===== src/design/sqv_pkg.sv =====
// ----------------------------------------------------------------------------
// sqv_pkg
// Shared types and constants for the sprite quad vertex expander: field
// widths, register map, corner codes, controller states and the command
// bundle between controller and datapath.
// ----------------------------------------------------------------------------
package sqv_pkg;

	// Field widths
	localparam int POS_W    = 24;
	localparam int SCL_W    = 16;
	localparam int ROT_W    = 16;
	localparam int HALF_W   = 23;
	localparam int SRC_W    = 16;
	localparam int COLOR_W  = 32;
	localparam int MAXQ_W   = 13;
	localparam int SLOT_W   = 14;
	localparam int CORNER_W = 2;

	// Largest limit the max_quads register can express
	localparam int MAXQ_REG_MAX = (1 << MAXQ_W) - 1;

	// Internal arithmetic widths
	localparam int SH_W   = 32; // scaled half size, Q.8
	localparam int PROD_W = 48; // half size times sine or cosine, Q.22
	localparam int SUM_W  = 50; // sum of two products
	localparam int RND_W  = 36; // rotated offset rounded to Q.8
	localparam int EXT_W  = 37; // position plus offset before saturation

	// Stream payload widths
	localparam int S_TDATA_W = 2 * POS_W + 2 * SCL_W + 2 * ROT_W;
	localparam int M_TDATA_W = 2 * POS_W + 2 * SRC_W + COLOR_W + SLOT_W + CORNER_W;
	localparam int M_TUSER_W = 2;

	// Configuration port
	localparam int ADDR_W = 5;
	localparam int DATA_W = 32;

	localparam logic [2:0] REG_HALF_WIDTH   = 3'd0;
	localparam logic [2:0] REG_HALF_HEIGHT  = 3'd1;
	localparam logic [2:0] REG_SRC_LEFT     = 3'd2;
	localparam logic [2:0] REG_SRC_TOP      = 3'd3;
	localparam logic [2:0] REG_SRC_RIGHT    = 3'd4;
	localparam logic [2:0] REG_SRC_BOTTOM   = 3'd5;
	localparam logic [2:0] REG_VERTEX_COLOR = 3'd6;
	localparam logic [2:0] REG_MAX_QUADS    = 3'd7;

	// Corner codes, in emission order
	localparam logic [CORNER_W-1:0] CORNER_TL = 2'd0;
	localparam logic [CORNER_W-1:0] CORNER_TR = 2'd1;
	localparam logic [CORNER_W-1:0] CORNER_BR = 2'd2;
	localparam logic [CORNER_W-1:0] CORNER_BL = 2'd3;

	typedef struct packed {
		logic [HALF_W-1:0]  half_width;
		logic [HALF_W-1:0]  half_height;
		logic [SRC_W-1:0]   src_left;
		logic [SRC_W-1:0]   src_top;
		logic [SRC_W-1:0]   src_right;
		logic [SRC_W-1:0]   src_bottom;
		logic [COLOR_W-1:0] vertex_color;
		logic [MAXQ_W-1:0]  max_quads;
	} cfg_t;

	typedef enum logic [2:0] {
		ST_IDLE,
		ST_SCALE,
		ST_ROTATE,
		ST_ROUND,
		ST_EMIT
	} state_t;

	typedef struct packed {
		logic                load;
		logic                scale;
		logic                rotate;
		logic                round;
		logic                emit;
		logic [CORNER_W-1:0] corner;
	} dp_cmd_t;

	typedef struct packed {
		logic out_free;
	} dp_status_t;

endpackage


===== src/design/sqv_regs.sv =====
// ----------------------------------------------------------------------------
// sqv_regs
// Configuration register file behind a simple APB-style port. Registers sit
// at byte address 4*index; reads return the stored value.
// ----------------------------------------------------------------------------
module sqv_regs import sqv_pkg::*; (
	input  logic              clk,
	input  logic              arst_n,
	input  logic              psel,
	input  logic              penable,
	input  logic              pwrite,
	input  logic [ADDR_W-1:0] paddr,
	input  logic [DATA_W-1:0] pwdata,
	output logic [DATA_W-1:0] prdata,
	output logic              pready,
	output cfg_t              cfg
);

	cfg_t       cfg_q;
	logic       wr_en;
	logic [2:0] reg_idx;

	assign pready  = 1'b1;
	assign wr_en   = psel && penable && pwrite && pready;
	assign reg_idx = paddr[4:2];
	assign cfg     = cfg_q;

	// Write the addressed register on a completed write request
	always_ff @(posedge clk or negedge arst_n) begin
		if (!arst_n) begin
			cfg_q.half_width   <= '0;
			cfg_q.half_height  <= '0;
			cfg_q.src_left     <= '0;
			cfg_q.src_top      <= '0;
			cfg_q.src_right    <= '0;
			cfg_q.src_bottom   <= '0;
			cfg_q.vertex_color <= '1;
			cfg_q.max_quads    <= MAXQ_W'(4096);
		end else if (wr_en) begin
			case (reg_idx)
				REG_HALF_WIDTH:   cfg_q.half_width   <= pwdata[HALF_W-1:0];
				REG_HALF_HEIGHT:  cfg_q.half_height  <= pwdata[HALF_W-1:0];
				REG_SRC_LEFT:     cfg_q.src_left     <= pwdata[SRC_W-1:0];
				REG_SRC_TOP:      cfg_q.src_top      <= pwdata[SRC_W-1:0];
				REG_SRC_RIGHT:    cfg_q.src_right    <= pwdata[SRC_W-1:0];
				REG_SRC_BOTTOM:   cfg_q.src_bottom   <= pwdata[SRC_W-1:0];
				REG_VERTEX_COLOR: cfg_q.vertex_color <= pwdata[COLOR_W-1:0];
				REG_MAX_QUADS:    cfg_q.max_quads    <= pwdata[MAXQ_W-1:0];
				default: ;
			endcase
		end
	end

	// Read back the addressed register
	always_comb begin
		case (reg_idx)
			REG_HALF_WIDTH:   prdata = DATA_W'(cfg_q.half_width);
			REG_HALF_HEIGHT:  prdata = DATA_W'(cfg_q.half_height);
			REG_SRC_LEFT:     prdata = DATA_W'(cfg_q.src_left);
			REG_SRC_TOP:      prdata = DATA_W'(cfg_q.src_top);
			REG_SRC_RIGHT:    prdata = DATA_W'(cfg_q.src_right);
			REG_SRC_BOTTOM:   prdata = DATA_W'(cfg_q.src_bottom);
			REG_VERTEX_COLOR: prdata = DATA_W'(cfg_q.vertex_color);
			REG_MAX_QUADS:    prdata = DATA_W'(cfg_q.max_quads);
			default:          prdata = '0;
		endcase
	end

endmodule


===== config.mk =====
export PLATFORM = sky130hd
export DESIGN_NAME = sqv_regs
export DESIGN_NICKNAME = d
export VERILOG_FILES = /design/src/design/sqv_pkg.sv /design/src/design/sqv_regs.sv
export SDC_FILE = /design/constraint.sdc
export NUM_CORES = 1
export LEC_CHECK = 0
export BUFFER_PORTS_ARGS = -buffer_cell sky130_fd_sc_hd__buf_4
export CORE_MARGIN = 2
export CORE_UTILIZATION = 51
export CTS_CLUSTER_SIZE = 24
export DETAILED_ROUTE_END_ITERATION = 12
export GPL_ROUTABILITY_DRIVEN = 0
export GPL_TIMING_DRIVEN = 0
export PLACE_DENSITY = 0.8
export SYNTH_ARGS = -nofsm -noshare
export SYNTH_HDL_FRONTEND = slang
export SYNTH_SLANG_ARGS = --single-unit
export TNS_END_PERCENT = 50

===== constraint.sdc =====
create_clock -name clk -period 2.1 [get_ports clk]
set_input_delay 0.42 -clock clk [delete_from_list [all_inputs] [get_ports clk]]
set_output_delay 0.42 -clock clk [all_outputs]
set_load 0.03 [all_outputs]

==> summary.md <==
| Metric | Value |
|---|---|
| Most frequent cells in the layout | `271 x buf_4, 155 x mux2_2, 122 x dfrtp_1` |
| Met2 Track Usage GR | `46.3%` |
| DR vias | `5224` |
| Clock power share | `27.4%` |
| Top Ports | `230` |
| CP Max Fanout | `3` |
| I/O Buffers | `224` |
| Final Hold Viols | `5` |
| Setup TNS | `-0.409 ns` |
| Total grt overflow | `0` |
| Worst r2r src | `cfg[0]$_DFFE_PN0P_` |
| Share of cells above drive strength 1 | `77.5%` |
| Synth area leaders | `dfrtp_1 42%, mux2_2 26%, dfstp_2 12%` |
| Crit Path Category | `flop to output port` |
| Worst slew pin tran | `0.624 ns` |
| MaxCap Viol Count | `0` |
| Final min period | `2.18 ns` |
| Commonest non-fill, non-tap cell in the layout | `buf_4` |
| Drt total wl | `21.3 mm` |
| Slew headroom | `58.4%` |
| Clk_skew | `0 ns` |
| Worst IR Drop VDD | `0.611 mV` |
| Dpl hpwl | `14.0 mm` |
| Total net switching power | `3.96 mW` |
| Maximum clock rate | `459 MHz` |
| Layout Nets | `777` |
| Vias in the first global route | `5385` |
| Drt first pass iters | `4` |
| Setup WS post-layout | `-0.0768 ns` |
| Hold_buf cts | `0` |
| Final hold slack | `-0.0104 ns` |
| Crit start category | `flop` |
| Drt wl/cell | `22.9 um` |
| Longest Clk Path Bufs | `2` |
| Yosys reg bits | `155` |
| CTS tree | `yes` |
| Num CTS Buffers | `17` |
| Hold Path Class | `primary input to asynchronous set/reset pin` |
| Post-Syn Area | `7220 um^2` |
| Mapped Nets | `476` |
| Crit path DAT | `1.76 ns` |
| Seq/Total Area, Yosys | `54.3%` |
| Max reg flops | `155` |
| Clk slew on worst S/H paths | `0.06 ns` |
| CP max stage delay | `0.49 ns` |
| Die ar. | `15100 um^2` |
| GRT Max-Usage Layer | `met2` |
| Largest net degree at the start of global routing | `91` |
| Vias per cell | `5.63` |
| Final design instance area without fill | `10400 um^2` |
| Gate power share | `37.0%` |
| Cell taking the most area after synthesis | `dfrtp_1` |
| Net Sw Frac | `34.3%` |
| Synthesized area per cell | `16.6 um^2` |
| Clk Latency, worst-skew pair | `0.42 ns` |
| Static Leak | `5.01 nW` |
| Critical path data required time | `1.68 ns` |
| CP Capture Type | `output port` |
| Period utilization | `104%` |
| CTS Sinks | `155` |
| Area growth syn-to-layout | `43.6%` |
| Post-Synthesis Cells | `434` |
| Yosys top cell area share | `42.3%` |
| Placement Cell Area | `9160 um^2` |
| Htree depth | `4` |
| Yosys warnings | `0` |
| Core Util, Final | `75.0%` |
| Status | `finished, violations left` |
| Fillers | `924` |
| Initial antenna violation count | `0` |
| Chip width | `123 um` |
| Met3 GRT Util | `6.60%` |
| Final setup vio count | `14` |
| P_int | `7.60 mW` |
| Fin. max-slew vios | `0` |
| DRC Markers | `0` |
| Crit path cell chain | `mux4_2 > mux2_4 > buf_6` |
| M1 GR Usage | `38.0%` |
| Worst R2R Path Depth | `3` |
| Failing checks | `hold timing, setup timing` |
| Worst-path cell with the longest stage delay | `mux4_2` |
| Ant. Diodes | `0` |
| Placement Rows | `43` |
| Antenna violation net count after detailed routing | `0` |
| CTS root buffer | `clkbuf_16` |
| Initial core utilization | `52.2%` |
| Flop pwr share | `35.7%` |
| First-pass GRT wire length | `31.4 mm` |
| GRT Util Overall | `28.6%` |
| Core area | `13800 um^2` |
| Unrepaired setup endpoints after global routing | `true` |
| DIE HEIGHT | `123 um` |
| PwrDens | `1120 nW/um^2` |
| Library cells used by synthesis | `35` |
| R2R Setup Slk | `1.10 ns` |
| Reg2reg end | `cfg[0]$_DFFE_PN0P_` |
| Iteration-0 DRC Markers | `275` |
-- kinds of logic (layout without fill, tap and decap cells) --
group | count (synthesis) | count (layout) | synth area share (%)
muxes | 207 | 207 | 37.6
DFF | 155 | 155 | 54.3
and+or+nand+nor | 31 | 31 | 3.69
buffers and inverters | 27 | 341 | 2.93
AOI/OAI and AO/OA | 13 | 13 | 1.44
other | 1 | 1 | 0.0520
-- area by class of cell --
class | count | area [um^2] | area share [%]
clock inverters | 13 | 175 | 1.69
well taps | 180 | 225 | 2.17
repair buffers | 283 | 2260 | 21.8
multi-input cells | 252 | 3070 | 29.7
flip-flops and latches | 155 | 3920 | 37.8
plain buffers | 26 | 278 | 2.68
clock buffers | 19 | 433 | 4.18
-- layer usage --
layer	vias to the layer above	wire length (um)
li1	2225	-
met2	220	10700
met1	2746	8640
met4	0	511
met5	-	0
met3	33	1420
-- cells in the mapped netlist (all sizes together) --
| master | count |
|---|---|
| a32oi | 1 |
| nor3b | 1 |
| mux4 | 28 |
| a2bb2oi | 1 |
| nand3b | 1 |
| nor2b | 1 |
| nand4b | 2 |
| nand4 | 1 |
| a211o | 1 |
| buf | 24 |
| or2 | 1 |
| mux2 | 169 |
| or2b | 1 |
| clkbuf | 3 |
| nand2 | 1 |
| dfstp | 33 |
| conb | 1 |
| nand2b | 1 |
| nor2 | 11 |
| nor3 | 1 |
| a21oi | 1 |
| o2bb2ai | 7 |
| dfrtp | 122 |
| o21ai | 1 |
| and2 | 9 |
| a31oi | 1 |
| mux2i | 10 |
-- stage by stage --
stage                     std cells  total power [mW]  hold WS (ns)  worst slack [ns]
after detailed placement        839              7.97         0.460            -0.523
final                           928              11.6       -0.0104           -0.0768
after floorplan                 434              6.38         0.124            0.0206
after CTS                       917              11.5       0.00748           -0.0712
after global routing            928              12.0        0.0253            -0.110
after global placement          838              7.83         0.492            -0.451
-- how the worst max path moves through the flow --
stage	from	to	slack, ns
after global placement	paddr[4]	prdata[12]	-0.45
final	cfg[134]$_DFFE_PN0P_	prdata[2]	-0.08
after floorplan	paddr[2]	prdata[16]	0.02
after CTS	paddr[3]	prdata[12]	-0.07
after global routing	cfg[134]$_DFFE_PN0P_	prdata[2]	-0.11
after detailed placement	paddr[4]	prdata[2]	-0.52
-- power by group through the flow --
stage	Combinational, mW	Sequential [mW]	Clock [mW]
4_1_cts	4.21	4.12	3.19
5_1_grt	4.46	4.19	3.34
3_5_place_dp	3.77	4.20	0
2_1_floorplan	1.11	5.26	0
6_report	4.28	4.12	3.17
3_3_place_gp	3.69	4.14	0
-- critical path: cells and delay by family (launching register included) --
kind                   cells  cell delay (ns)
DFF                        1             0.40
buffers and inverters      1             0.14
muxes                      2             0.80
-- timing repair --
item                       CTS  global route
setup endpoints to repair   26            26
buffers inserted            44            12
resized for setup           77             6
cloned                       2             0
(Power assumes the default switching activity.)
