`src/design/sqv_pkg.sv`:
```
// ----------------------------------------------------------------------------
// sqv_pkg
// Shared types and constants for the sprite quad vertex expander: field
// widths, register map, corner codes, controller states and the command
// bundle between controller and datapath.
// ----------------------------------------------------------------------------
package sqv_pkg;

	// Field widths
	localparam int POS_W    = 24;
	localparam int SCL_W    = 16;
	localparam int ROT_W    = 16;
	localparam int HALF_W   = 23;
	localparam int SRC_W    = 16;
	localparam int COLOR_W  = 32;
	localparam int MAXQ_W   = 13;
	localparam int SLOT_W   = 14;
	localparam int CORNER_W = 2;

	// Largest limit the max_quads register can express
	localparam int MAXQ_REG_MAX = (1 << MAXQ_W) - 1;

	// Internal arithmetic widths
	localparam int SH_W   = 32; // scaled half size, Q.8
	localparam int PROD_W = 48; // half size times sine or cosine, Q.22
	localparam int SUM_W  = 50; // sum of two products
	localparam int RND_W  = 36; // rotated offset rounded to Q.8
	localparam int EXT_W  = 37; // position plus offset before saturation

	// Stream payload widths
	localparam int S_TDATA_W = 2 * POS_W + 2 * SCL_W + 2 * ROT_W;
	localparam int M_TDATA_W = 2 * POS_W + 2 * SRC_W + COLOR_W + SLOT_W + CORNER_W;
	localparam int M_TUSER_W = 2;

	// Configuration port
	localparam int ADDR_W = 5;
	localparam int DATA_W = 32;

	localparam logic [2:0] REG_HALF_WIDTH   = 3'd0;
	localparam logic [2:0] REG_HALF_HEIGHT  = 3'd1;
	localparam logic [2:0] REG_SRC_LEFT     = 3'd2;
	localparam logic [2:0] REG_SRC_TOP      = 3'd3;
	localparam logic [2:0] REG_SRC_RIGHT    = 3'd4;
	localparam logic [2:0] REG_SRC_BOTTOM   = 3'd5;
	localparam logic [2:0] REG_VERTEX_COLOR = 3'd6;
	localparam logic [2:0] REG_MAX_QUADS    = 3'd7;

	// Corner codes, in emission order
	localparam logic [CORNER_W-1:0] CORNER_TL = 2'd0;
	localparam logic [CORNER_W-1:0] CORNER_TR = 2'd1;
	localparam logic [CORNER_W-1:0] CORNER_BR = 2'd2;
	localparam logic [CORNER_W-1:0] CORNER_BL = 2'd3;

	typedef struct packed {
		logic [HALF_W-1:0]  half_width;
		logic [HALF_W-1:0]  half_height;
		logic [SRC_W-1:0]   src_left;
		logic [SRC_W-1:0]   src_top;
		logic [SRC_W-1:0]   src_right;
		logic [SRC_W-1:0]   src_bottom;
		logic [COLOR_W-1:0] vertex_color;
		logic [MAXQ_W-1:0]  max_quads;
	} cfg_t;

	typedef enum logic [2:0] {
		ST_IDLE,
		ST_SCALE,
		ST_ROTATE,
		ST_ROUND,
		ST_EMIT
	} state_t;

	typedef struct packed {
		logic                load;
		logic                scale;
		logic                rotate;
		logic                round;
		logic                emit;
		logic [CORNER_W-1:0] corner;
	} dp_cmd_t;

	typedef struct packed {
		logic out_free;
	} dp_status_t;

endpackage

```
`src/design/sqv_ctrl.sv`:
```
// ----------------------------------------------------------------------------
// sqv_ctrl
// Controller: steps one sprite through scale, rotate and round, then walks
// the four corners into the result register as it frees up.
// ----------------------------------------------------------------------------
module sqv_ctrl import sqv_pkg::*; (
	input  logic       clk,
	input  logic       arst_n,
	input  logic       in_valid,
	output logic       in_ready,
	input  dp_status_t status,
	output dp_cmd_t    cmd
);

	state_t              state_q;
	state_t              state_d;
	logic [CORNER_W-1:0] corner_q;

	// State and corner counter
	always_ff @(posedge clk or negedge arst_n) begin
		if (!arst_n) begin
			state_q  <= ST_IDLE;
			corner_q <= CORNER_TL;
		end else begin
			state_q <= state_d;
			if (state_q == ST_EMIT && status.out_free) begin
				corner_q <= corner_q + CORNER_W'(1);
			end
		end
	end

	// Next state
	always_comb begin
		state_d = state_q;
		case (state_q)
			ST_IDLE: begin
				if (in_valid) begin
					state_d = ST_SCALE;
				end
			end
			ST_SCALE:  state_d = ST_ROTATE;
			ST_ROTATE: state_d = ST_ROUND;
			ST_ROUND:  state_d = ST_EMIT;
			ST_EMIT: begin
				if (status.out_free && corner_q == CORNER_BL) begin
					state_d = ST_IDLE;
				end
			end
			default: state_d = ST_IDLE;
		endcase
	end

	// Commands to the datapath
	always_comb begin
		in_ready   = 1'b0;
		cmd        = '0;
		cmd.corner = corner_q;
		case (state_q)
			ST_IDLE: begin
				in_ready = 1'b1;
				cmd.load = in_valid;
			end
			ST_SCALE:  cmd.scale  = 1'b1;
			ST_ROTATE: cmd.rotate = 1'b1;
			ST_ROUND:  cmd.round  = 1'b1;
			ST_EMIT:   cmd.emit   = status.out_free;
			default: ;
		endcase
	end

endmodule

```
`config.mk`:
```
export PLATFORM = sky130hd
export DESIGN_NAME = sqv_ctrl
export DESIGN_NICKNAME = d
export VERILOG_FILES = /design/src/design/sqv_pkg.sv /design/src/design/sqv_ctrl.sv
export SDC_FILE = /design/constraint.sdc
export NUM_CORES = 1
export LEC_CHECK = 0
export BUFFER_PORTS_ARGS = -buffer_cell sky130_fd_sc_hd__clkbuf_2
export CORE_AREA = 2 2 39 41
export CTS_CLUSTER_DIAMETER = 40
export DETAILED_ROUTE_END_ITERATION = 16
export DIE_AREA = 0 0 41 43
export SLEW_MARGIN = 20
export SYNTH_ARGS = -nofsm -noshare
export SYNTH_HDL_FRONTEND = slang
export SYNTH_SLANG_ARGS = --single-unit
export TNS_END_PERCENT = 100
```
`constraint.sdc`:
```
create_clock -name clk -period 1.9 [get_ports clk]
set_clock_uncertainty 0.05 [all_clocks]
set_input_delay 0.19 -clock clk [delete_from_list [all_inputs] [get_ports clk]]
set_output_delay 0.19 -clock clk [all_outputs]
set_load 0.05 [all_outputs]
```
==> impl_metrics.json, run 1 <==
{
  "status": "complete, no violations",
  "rows": 14,
  "start_util_pct": 19.2,
  "end_kind": "output port",
  "clk-insertion-delay-late_ns": 0.25,
  "slew_violations": 0,
  "fin_nets": 42,
  "syn_area_um2": 265,
  "wirelength_um": 520,
  "slew_headroom_pct": 80.4,
  "fmax_mhz": 609,
  "grt_use_total_pct": 7.69,
  "syn_inst": 22,
  "cts.sinks": 5,
  "antenna_found_initial": 0,
  "vias": 211,
  "netlist.area_leader.share_pct": 47.2,
  "final-setup-viol-count": 0,
  "rsz0062_at_grt": "false",
  "wl_per_cell_um": 10.0,
  "r2r_slack_ns": 0.56,
  "cts_tree": "done",
  "hpwlAfterDp_um": 370,
  "viasPerCell": 4.06,
  "die_width_um": 41,
  "dr.pass1.iters": 2,
  "worst-path-max-fanout": 8,
  "grt_pass1_wl_um": 883,
  "hold_class": "in2reg",
  "antenna_left": 0,
  "cts_buffer_depth": 2,
  "cts_buffers": 3,
  "post_cts_buffers": 0,
  "post_dp_cell_area_um2": 335,
  "fin_area_um2": 372,
  "cts_max_level": 1,
  "cp.required_ns": 1.66,
  "clkSlewWorstSetupHoldPaths_ns": 0.05,
  "syn_nets": 27,
  "io_pins": 12,
  "maxCapViolCount": 0,
  "yosysSeqAreaShare_pct": 47.2,
  "yosysWarnings": 0,
  "antenna_cells": 0,
  "drc": 0,
  "synth_area_leaders": "dfrtp_1 (47%), and4bb_4 (6.1%), mux2_4 (5.7%)",
  "place.port_buffers": 11,
  "synth_cell_type_count": 15,
  "first_iter_violations": 3,
  "worst-endpoint-arrival_ns": 1.40,
  "die-area_mm2": 0.00176,
  "grt_max_degree": 9,
  "core_mm2": 0.00138,
  "finalCritPeriodShare_pct": 86.5,
  "criticalPathCategory": "reg2out",
  "grt_pass1_vias": 211,
  "tightestPinTransition_ns": 0.293,
  "syn_to_final_growth_pct": 40.1,
  "cts-root-buf": "clkbuf_4",
  "start_kind": "flip-flop",
  "drive_gt1_share_pct": 47.2,
  "synth_area_per_cell_um2": 12.1,
  "routabilityCongestion": 0.682,
  "ys_ff_latch": 5,
  "grt_overflow": 0,
  "final-hold-violation-count": 0,
  "die_h_um": 43,
  "yosysTopAreaCell": "dfrtp_1",
  "period_needed_ns": 1.64
}
-- sequential cells by signal, summed over array words and instances (netlist names) --
name,flops
state_q,3
corner_q,2
-- final timing paths --
check                             from     endpoint  cells after the start
setup reg to reg            state_q[1]  corner_q[1]                      2
hold reg to reg            corner_q[0]  corner_q[0]                      1
hold / removal                in_valid   state_q[0]                      3
setup / recovery            state_q[1]       cmd[2]                      2
min in group asynchronous       arst_n   state_q[0]                      2
max in group asynchronous       arst_n  corner_q[0]                      2
-- kinds of logic after synthesis --
family,synth area share [%]
adder cells (fa/ha/maj),4.72
flip-flops,47.2
multiplexers,5.66
XOR/XNOR,6.60
AND/OR/NAND/NOR,24.1
AO/OA/AOI/OAI,5.66
buffers and inverters,6.13
-- layout by cell type (no fill, tap or decap) --
master         instances
dfrtp_1                5
and2_1                 1
nor3b_1                2
a21o_1                 1
nor3_4                 1
a211oi_1               1
ha_1                   1
clkbuf_2              11
clkbuf_4               3
nor3_1                 1
xnor2_1                1
nor2_1                 2
and3b_1                1
clkbuf_1               1
and4bb_4               1
xor2_1                 1
dlygate4sd3_1          1
mux2_4                 1
-- metal layers --
metal	global-route usage, %	wire length (um)	vias up
met3	6.28	68	0
li1	-	-	104
met1	9.24	255	93
met2	10.3	196	14
met5	0	0	-
met4	2.00	0	0
-- critical path: stages, from the launching register on --
cell      delay, ns
dfrtp_1        0.47
and4bb_4       0.40
clkbuf_2       0.28
-- layout make-up --
class                      instances  area, um^2
multi-input combinational         15         135
sequential                         5         125
tap                               16        20.0
timing repair buffer              12        65.1
clock buffer                       4        26.3
fill                             151        1010
-- metrics by stage --
step	setup TNS, ns	setup slack [ns]	util (%)	instances	hold WS (ns)
5_1_grt	0	0.190	26.9	52	0.188
6_report	0	0.257	26.9	52	0.160
3_5_place_dp	0	0.521	24.2	47	-0.0310
3_3_place_gp	0	0.528	24.2	47	-0.0299
4_1_cts	0	0.243	26.9	52	0.159
2_1_floorplan	-0.0121	-0.0121	-	22	-0.156
-- cells in the mapped netlist (all sizes together) --
| master | n |
|---|---|
| a211oi | 1 |
| a21o | 1 |
| and2 | 1 |
| and3b | 1 |
| and4bb | 1 |
| buf | 2 |
| dfrtp | 5 |
| ha | 1 |
| mux2 | 1 |
| nor2 | 2 |
| nor3 | 2 |
| nor3b | 2 |
| xnor2 | 1 |
| xor2 | 1 |
-- what timing repair did --
item / in CTS / in global routing
hold buffers: 1 / 0
resized for setup: 0 / 0
endpoints found under the hold margin: 5 / 0
Power of run 1 is not shown: default switching activity piles up to over one toggle a cycle in this logic, so the estimate is an artifact.
==> inputs of run 2 (changes only) <==
--- a/config.mk
+++ b/config.mk
@@ -7,6 +7,7 @@
 export LEC_CHECK = 0
 export BUFFER_PORTS_ARGS = -buffer_cell sky130_fd_sc_hd__clkbuf_2
 export CORE_AREA = 2 2 39 41
+export CTS_BUF_LIST = sky130_fd_sc_hd__clkbuf_16
 export CTS_CLUSTER_DIAMETER = 40
 export DETAILED_ROUTE_END_ITERATION = 16
 export DIE_AREA = 0 0 41 43
==> impl_metrics.json, run 2 (synthesis results as in run 1) <==
{
  "die-area_mm2": 0.00176,
  "cp_num_buf_inv": 1,
  "worst-endpoint-arrival_ns": 1.37,
  "wirelength_um": 503,
  "pre_cts_slack_ns": 0.521,
  "finalCritPeriodShare_pct": 84.6,
  "fin_nets": 42,
  "hold_class": "in2reg",
  "worst-path-max-fanout": 8,
  "whs_ns": 0.187,
  "largest_registers": "state_q (3), corner_q (2)",
  "clkSlewWorstSetupHoldPaths_ns": 0.03,
  "tightestPinTransition_ns": 0.294,
  "cts_buffer_depth": 2,
  "grt_pass1_wl_um": 924,
  "place.port_buffers": 11,
  "rows": 14,
  "cts_tree": "done",
  "cts_max_level": 1,
  "routabilityCongestion": 0.682,
  "start_kind": "flip-flop",
  "criticalPathCategory": "reg2out",
  "dr.pass1.iters": 2,
  "setup_tns_ns": 0,
  "die_h_um": 43,
  "period_needed_ns": 1.61,
  "cp_top_family": "flip-flops",
  "antenna_cells": 0,
  "cts_buffers": 3,
  "cts.sinks": 5,
  "final_common_cell": "clkbuf_2",
  "end_kind": "output port",
  "crit_chain": "and4bb_4 > clkbuf_2",
  "wl_per_cell_um": 9.67,
  "cp_slowest_cell": "dfrtp_1",
  "fmax_mhz": 622,
  "maxCapViolCount": 0,
  "grt_use_total_pct": 8.20,
  "final-setup-viol-count": 0,
  "first_iter_violations": 1,
  "slew_headroom_pct": 80.4,
  "status": "complete, no violations",
  "core_mm2": 0.00138,
  "io_pins": 12,
  "fin_ws_ns": 0.293,
  "grt_pass1_vias": 213,
  "grt_overflow": 0,
  "antenna_left": 0,
  "drive_gt1_share_pct": 47.2,
  "die_width_um": 41,
  "rsz0062_at_grt": "false",
  "final_cell_mix": "clkbuf_2 (11), dfrtp_1 (5), clkbuf_16 (3)",
  "grt_max_degree": 9,
  "clk-insertion-delay-late_ns": 0.22,
  "slew_violations": 0,
  "dp.cells": 47,
  "viasPerCell": 4.00,
  "top_register": "state_q",
  "largest_register_ff_count": 3,
  "cp_slowest_stage_delay_ns": 0.46,
  "stdcell_count": 52,
  "vias": 208,
  "hpwlAfterDp_um": 370,
  "start_util_pct": 19.2,
  "cts-root-buf": "clkbuf_16",
  "cp.required_ns": 1.66,
  "syn_to_final_growth_pct": 59.9,
  "antenna_found_initial": 0,
  "drc": 0,
  "final-hold-violation-count": 0
}
==> run 2: cell count changes in the layout (fill, tap and decap cells not counted) <==
| cell | delta |
|---|---|
| inv_1 | +1 |
| clkbuf_4 | -3 |
| clkbuf_1 | -1 |
| clkbuf_16 | +3 |
==> run 2: final cells by class <==
class	instances	area (um^2)
fill	146	960
tap	16	20.0
clock buffer	3	75.1
sequential	5	125
clock inverter	1	3.75
multi-input combinational	15	135
timing repair buffer	12	65.1
==> run 2: stage by stage <==
stage | area [um^2] | util (%)
global placement | 335 | 24.2
global route | 424 | 30.7
floorplan | 277 | -
finish | 424 | 30.7
CTS | 424 | 30.7
detailed placement | 335 | 24.2
==> run 2: worst paths after layout <==
path / start / to / slack, ns / depth (start not counted)
setup / recovery: state_q[1] / cmd[2] / 0.29 / 2
min in group asynchronous: arst_n / state_q[0] / 0.27 / 2
hold reg to reg: corner_q[0] / corner_q[0] / 0.44 / 1
hold / removal: in_valid / state_q[0] / 0.19 / 3
max in group asynchronous: arst_n / corner_q[0] / 1.38 / 2
setup reg to reg: state_q[1] / corner_q[1] / 0.57 / 2
==> run 2: layer usage <==
layer / track usage [%] / wire length (um) / vias to the layer above
met4: 4.00 / 0 / 0
met2: 10.0 / 191 / 11
met5: 0 / 0 / -
met1: 10.2 / 263 / 92
met3: 6.28 / 48 / 0
li1: - / - / 105
==> run 2: tightest hold or removal path, stage by stage <==
cell,delay (ns)
clkbuf_2,0.09
nor2_1,0.09
nor3_1,0.05
==> run 2: what timing repair did <==
action | 4_1_cts | 5_1_grt
setup buffers | 0 | 0
hold buffers | 1 | 0
hold endpoints to repair | 5 | 0
resized for setup | 0 | 0
Power of run 2 is left out for the same reason.
